## src/hdl/temporal_pixel_blend_defines.svh

```systemverilog
// Assertion macros shared by the temporal pixel blend RTL.
`ifndef TEMPORAL_PIXEL_BLEND_DEFINES_SVH
`define TEMPORAL_PIXEL_BLEND_DEFINES_SVH

// Same-cycle implication, checked on every rising clock edge outside reset.
`define TPB_ASSERT_NOW(label, ante, cons) \
  label: assert property (@(posedge clk) disable iff (rst) (ante) |-> (cons)) \
    else $error("temporal pixel blend check failed");

// Next-cycle implication, checked on every rising clock edge outside reset.
`define TPB_ASSERT_NEXT(label, ante, cons) \
  label: assert property (@(posedge clk) disable iff (rst) (ante) |=> (cons)) \
    else $error("temporal pixel blend check failed");

`endif

```

## src/hdl/tpb_pkg.sv

```systemverilog
// Package with the shared types, constants and helpers of the temporal pixel blend.
package tpb_pkg;

  localparam int PIXEL_COUNT = 256;
  localparam int POS_W       = (PIXEL_COUNT > 1) ? $clog2(PIXEL_COUNT) : 1;
  localparam int LANES       = 3;
  localparam int CHAN_W      = 8;
  localparam int WORD_W      = LANES * CHAN_W;
  localparam int WEIGHT_W    = 9;
  localparam int MODES       = 12;
  localparam int MODE_W      = 4;

  localparam logic [MODE_W-1:0]   MODE_LIMIT   = 4'd11;
  localparam logic [MODE_W-1:0]   MODE_DEFAULT = 4'd0;
  localparam logic [WEIGHT_W-1:0] WEIGHT_RESET = 9'd97;
  localparam logic [MODES-1:0]    MASK_RESET   = 12'd2029;

  // Configuration register indexes, decoded from paddr[2].
  localparam int  ADDR_W           = 3;
  localparam logic REG_BLEND_WEIGHT = 1'b0;
  localparam logic REG_MODE_MASK    = 1'b1;

  typedef logic [CHAN_W-1:0] chan_t;
  typedef logic [POS_W-1:0]  pos_t;

  typedef struct packed {
    logic smooth;
    logic standby;
  } lane_ctrl_t;

  // Out-of-range modes act as the default mode.
  function automatic logic mode_smoothed(input logic [MODES-1:0] mask,
                                         input logic [MODE_W-1:0] mode);
    logic [MODE_W-1:0] eff;
    eff = (mode > MODE_LIMIT) ? MODE_DEFAULT : mode;
    return mask[eff];
  endfunction

endpackage

```

## src/hdl/tpb_lane.sv

```systemverilog
// One color lane: blends a channel toward its history value, or passes or blanks it.
module tpb_lane (
  input  tpb_pkg::chan_t                 prev,
  input  tpb_pkg::chan_t                 cur,
  input  logic [tpb_pkg::WEIGHT_W-1:0]   weight,
  input  tpb_pkg::lane_ctrl_t            ctrl,
  output tpb_pkg::chan_t                 res
);

  logic signed [8:0]  diff;
  logic signed [17:0] prod;
  logic signed [9:0]  step;
  logic signed [10:0] sum;
  tpb_pkg::chan_t     blended;

  // The arithmetic shift of the product floors toward minus infinity.
  always_comb begin
    diff = $signed({1'b0, cur}) - $signed({1'b0, prev});
    prod = 18'(diff) * $signed({9'd0, weight});
    step = prod[17:8];
    sum  = $signed({3'b000, prev}) + 11'(step);
    if (sum < 0) begin
      blended = '0;
    end else if (sum > 11'sd255) begin
      blended = '1;
    end else begin
      blended = sum[7:0];
    end
  end

  always_comb begin
    if (ctrl.standby) begin
      res = '0;
    end else if (ctrl.smooth) begin
      res = blended;
    end else begin
      res = cur;
    end
  end

endmodule

```

## config.mk

```make
export PLATFORM = sky130hd
export DESIGN_NAME = tpb_lane
export DESIGN_NICKNAME = d
export VERILOG_FILES = /design/src/hdl/temporal_pixel_blend_defines.svh /design/src/hdl/tpb_pkg.sv /design/src/hdl/tpb_lane.sv
export SDC_FILE = /design/constraint.sdc
export NUM_CORES = 1
export LEC_CHECK = 0
export BUFFER_PORTS_ARGS = -buffer_cell sky130_fd_sc_hd__buf_2
export CORE_ASPECT_RATIO = 1.75
export CORE_MARGIN = 3
export CORE_UTILIZATION = 40
export DETAILED_ROUTE_END_ITERATION = 8
export SLEW_MARGIN = 20
export SYNTH_ARGS = -nofsm -noshare
export SYNTH_HDL_FRONTEND = slang
export SYNTH_SLANG_ARGS = --single-unit
```

## constraint.sdc

```tcl
create_clock -name vclk -period 9.8
set_input_delay 0.98 -clock vclk [all_inputs]
set_output_delay 0.98 -clock vclk [all_outputs]
set_load 0.01 [all_outputs]
```

== After elaboration in Yosys (flattened, before gate mapping) ==
Cells that the tools add are included.

* Flip-flop bits (word level): 0
* Output and inout bits: 8
* Bits of input ports: 27
* Word-level logic and storage cells: 9

* Mux-type cells: 4
* Add/sub/neg operators: 2
* Magnitude comparators: 2
* Multiply operators: 1

{| class="wikitable"
|+ Operators with widths
! kind !! count
|-
| 8-bit two-way mux || 4
|-
| 9-bit by 10-bit multiplier with 18-bit output || 1
|-
| 9-bit by 10-bit adder with 11-bit output || 1
|-
| 11-bit by 9-bit greater-than comparator with 1-bit output, second input constant || 1
|-
| 11-bit by 1-bit < comparator with 1-bit output, second input constant || 1
|-
| 8-bit by 8-bit subtractor with 9-bit output || 1
|}

== Logic depth before layout (Yosys ltp) ==
* Depth after elaboration: 8
* Mapped depth: 33
* Gate-level depth less buffers: 33

== Least setup slack after synthesis ==
No wires, ideal clock.

* Kind: input -> output
* Start point: input port prev[1]
* End point: output port res[0]
* Arrival time: 8.305 ns
* Slack: 0.515 ns
* Path buffers: 0
* Stages: 32
* Cell sequence: inv_1 -> ha_1 -> nor2b_1 -> o21ai_1 -> a21boi_1 -> o21ai_1 -> a21boi_1 -> o21ai_1 -> nor3b_1 -> or3b_1 -> fa_1 -> fa_1 -> inv_1 -> fa_1 -> fa_1 -> fa_1 -> ha_1 -> and2_1 -> a221oi_2 -> nand2_1 -> and2_1 -> o21a_1 -> nor2_1 -> ha_1 -> a21o_1 -> a21oi_1 -> nor2b_1 -> o31a_1 -> o221ai_1 -> a311oi_2 -> o41ai_1 -> a31oi_1

* Word-level cells in the longest chain between the ends: 8
* Elaborated cells between the ends (all ways): 9
* Those cells by class: add/sub: 2; mul: 1; order compare: 2; mux: 4

{| class="wikitable"
|+ RTL lines
! what !! line !! text
|-
| start, declared || tpb_lane.sv:3 || <nowiki>input tpb_pkg::chan_t prev,</nowiki>
|-
| 8-bit by 8-bit subtractor with 9-bit output || tpb_lane.sv:18 || <nowiki>diff = $signed({1'b0, cur}) - $signed({1'b0, prev});</nowiki>
|-
| 9-bit by 10-bit multiplier with 18-bit output || tpb_lane.sv:19 || <nowiki>prod = 18'(diff) * $signed({9'd0, weight});</nowiki>
|-
| 9-bit by 10-bit adder with 11-bit output (*) || tpb_lane.sv:21 || <nowiki>sum = $signed({3'b000, prev}) + 11'(step);</nowiki>
|-
| 11-bit by 9-bit greater-than comparator with 1-bit output || tpb_lane.sv:24 || <nowiki>end else if (sum > 11'sd255) begin</nowiki>
|-
| 8-bit two-way mux || tpb_lane.sv:24 ||
|-
| 8-bit two-way mux (*) || tpb_lane.sv:22 || <nowiki>if (sum < 0) begin</nowiki>
|-
| 8-bit two-way mux (*) || tpb_lane.sv:34 || <nowiki>end else if (ctrl.smooth) begin</nowiki>
|-
| 8-bit two-way mux (*) || tpb_lane.sv:32 || <nowiki>if (ctrl.standby) begin</nowiki>
|-
| end, declared || tpb_lane.sv:7 || <nowiki>output tpb_pkg::chan_t res</nowiki>
|}

Mark *: on every way between the ends. The rest lies on a longest branch, timed or not.

== Worst setup path in the final report ==
Ends and elaborated chain as after synthesis.

==> out/qor.csv <==
stage,metric,value,unit
run_status,outcome,completed,
placement,GP Congestion,0.825,
grt,number of global-route vias before repair,3157,
layout,Final #Nets,598,
detailed_routing,DRT iter0 DRCs,73,
placement,Area after DPL,0.00392,mm²
worst_setup_path,CP arrival,8400,ps
synthesis,Synth top area share,29.2,%
hold_path,hold depth,5,
worst_setup_path,CP Capture Type,output port,
layout,clock buf count,0,
layout,register area,0,µm²
job,Max Cap Viol,0,
grt,GRT Util Overall,17.5,%
worst_setup_path,Setup crit start kind,input port,
layout,n_diodes,0,
timing,Setup-failing EPs final,0,
synthesis,"Distinct cells, synth",49,
layout,Seq cells,0,
worst_setup_path,cell mode on critical path,fa_1,
hold_path,Hold WC Path Type,input port to output port,
layout,layout cells sized above 1,19.3,%
die,Die Ht,130,µm
synthesis,synth cell count leaders,"inv_1 (66), ha_1 (63), fa_1 (51)",
synthesis,part of the Yosys area used for sequential elements,0,%
detailed_routing,Wirelength per Cell,15.0,µm
synthesis,Synth area leaders,"fa_1 (29%), ha_1 (23%), inv_1 (7.1%), and2_1 (5.2%), nor2_1 (3.8%)",
die,Core Area,0.00842,mm²
timing,"Period Utilization, post-route",95.7,%
timing,Final Critical Period,9380,ps
timing,Final Hold Slack,2500,ps
timing,max_slew headroom,38.7,%
synthesis,Mapped Cells,404,
worst_setup_path,Critical Path Max Stage Delay,530,ps
die,Starting Density,41.5,%
grt,antenna violations before repair,0,
die,FP Rows,44,
placement,Buffers on Ports,35,
die,I/O pins,35,
synthesis,Post-Syn Area,0.00349,mm²
die,die width,76.6,µm
worst_setup_path,Slowest cell on crit path,fa_1,
synthesis,Synthesized Nets,545,
detailed_routing,vias per inst,5.23,
hold_path,Hold EP,res[6],
placement,Detail Placement HPWL,7380,µm
grt,global-route wire length before repair,14200,µm
detailed_routing,drt first pass iters,4,
layout,final core occ,48.1,%
timing,fmax,107,MHz
worst_setup_path,Crit Path Max Fanout,8,
timing,Slew Limit Fails,0,
layout,"Design Area, Final",0.00405,mm²
grt,largest net degree at the start of global routing,12,
worst_setup_path,critical path type,input port to output port,
timing,Worst Max-Slew Pin Slew,915,ps
detailed_routing,routed wire length,8570,µm
synthesis,Syn. warnings,0,
hold_path,Hold Startpoint,ctrl[0],
timing,setup_tns,0,ps
grt,Overflow after GRT,0,
die,Die ar.,0.00993,mm²
timing,count of final hold-check violations,0,
worst_setup_path,"Req. time, crit path",8820,ps
layout,area grow syn2layout,15.9,%
detailed_routing,Final ANT Viol Nets,0,
synthesis,"count leader, synth",inv_1,
synthesis,Mean Syn Cell Area,8.64,µm²
detailed_routing,DRC Markers,0,
synthesis,top cell type by total area after synthesis,fa_1,
detailed_routing,via count,2982,
cts,hold buffer count at cts,0,
[kinds of logic after synthesis]
| logic type | count (synthesis) | share of synthesized area, % |
|---|---|---|
| and+or+nand+nor | 143 | 23.3 |
| adders and majority gates | 114 | 51.8 |
| buffers and inverters | 70 | 7.74 |
| AOI/OAI and AO/OA | 58 | 11.8 |
| xor gates and xnor gates | 19 | 5.37 |
[through the flow]
step | setup slack (ps) | instances
6_report | 419 | 570
5_1_grt | -21.6 | 570
4_1_cts | 54.6 | 567
3_5_place_dp | 60.1 | 567
3_3_place_gp | 237 | 567
2_1_floorplan | 515 | 404
[worst max-delay path by stage]
stage	start	slack, ps	cells past startpoint	end
floorplan	prev[1]	520	32	res[0]
global route	prev[1]	-20	35	res[1]
detailed placement	prev[1]	60	35	res[7]
finish	prev[1]	420	35	res[0]
global placement	prev[1]	240	33	res[4]
CTS	prev[1]	50	35	res[7]
[cell type report]
| class | instances | area (µm²) |
|---|---|---|
| fill | 853 | 4380 |
| multi-input combinational | 334 | 3330 |
| timing repair buffer | 55 | 329 |
| inverter | 66 | 248 |
| tap | 115 | 144 |
[worst max-delay path, delay by kind of cell]
family                   cells  cell delay (ps)
XOR/XNOR                     1               90
buffers and inverters        5              510
AO/OA/AOI/OAI               13             2290
adder cells (fa/ha/maj)      8             3220
AND/OR/NAND/NOR              8             1300
[placed cells by master (no fill, tap or decap), types with 2 or more instances in the layout]
| master | count |
|---|---|
| xnor2_1 | 14 |
| a21oi_1 | 9 |
| ha_1 | 62 |
| nor3b_1 | 7 |
| o21ai_1 | 9 |
| nor2_1 | 35 |
| or3b_1 | 3 |
| or2_2 | 4 |
| nand2_1 | 19 |
| o21ai_0 | 2 |
| buf_2 | 35 |
| nor3_1 | 2 |
| a21boi_1 | 3 |
| a31oi_1 | 9 |
| a21o_1 | 4 |
| a211oi_2 | 2 |
| xor2_1 | 3 |
| nand2b_1 | 13 |
| o41ai_2 | 7 |
| nor3b_2 | 2 |
| nand3_1 | 3 |
| inv_1 | 66 |
| o21a_1 | 3 |
| nor2b_1 | 10 |
| and2_1 | 28 |
| fa_1 | 51 |
| buf_4 | 19 |
| and2_2 | 4 |
[routing by layer]
layer	global-route usage, %	up-vias	share of wire (%)	wire (µm)
met1	19.1	1470	39	3330
met5	0	-	0	0
met3	0.556	19	1.7	142
met2	36.2	55	57	4870
li1	-	1438	-	-
met4	4.48	0	2.7	227
[repair_timing]
action | CTS | global route
buffers inserted | 0 | 3
resized for setup | 0 | 16
endpoints found under the setup margin | 0 | 8
Power is not shown: default switching activity piles up to over one toggle a cycle in this logic, so the estimate is an artifact.
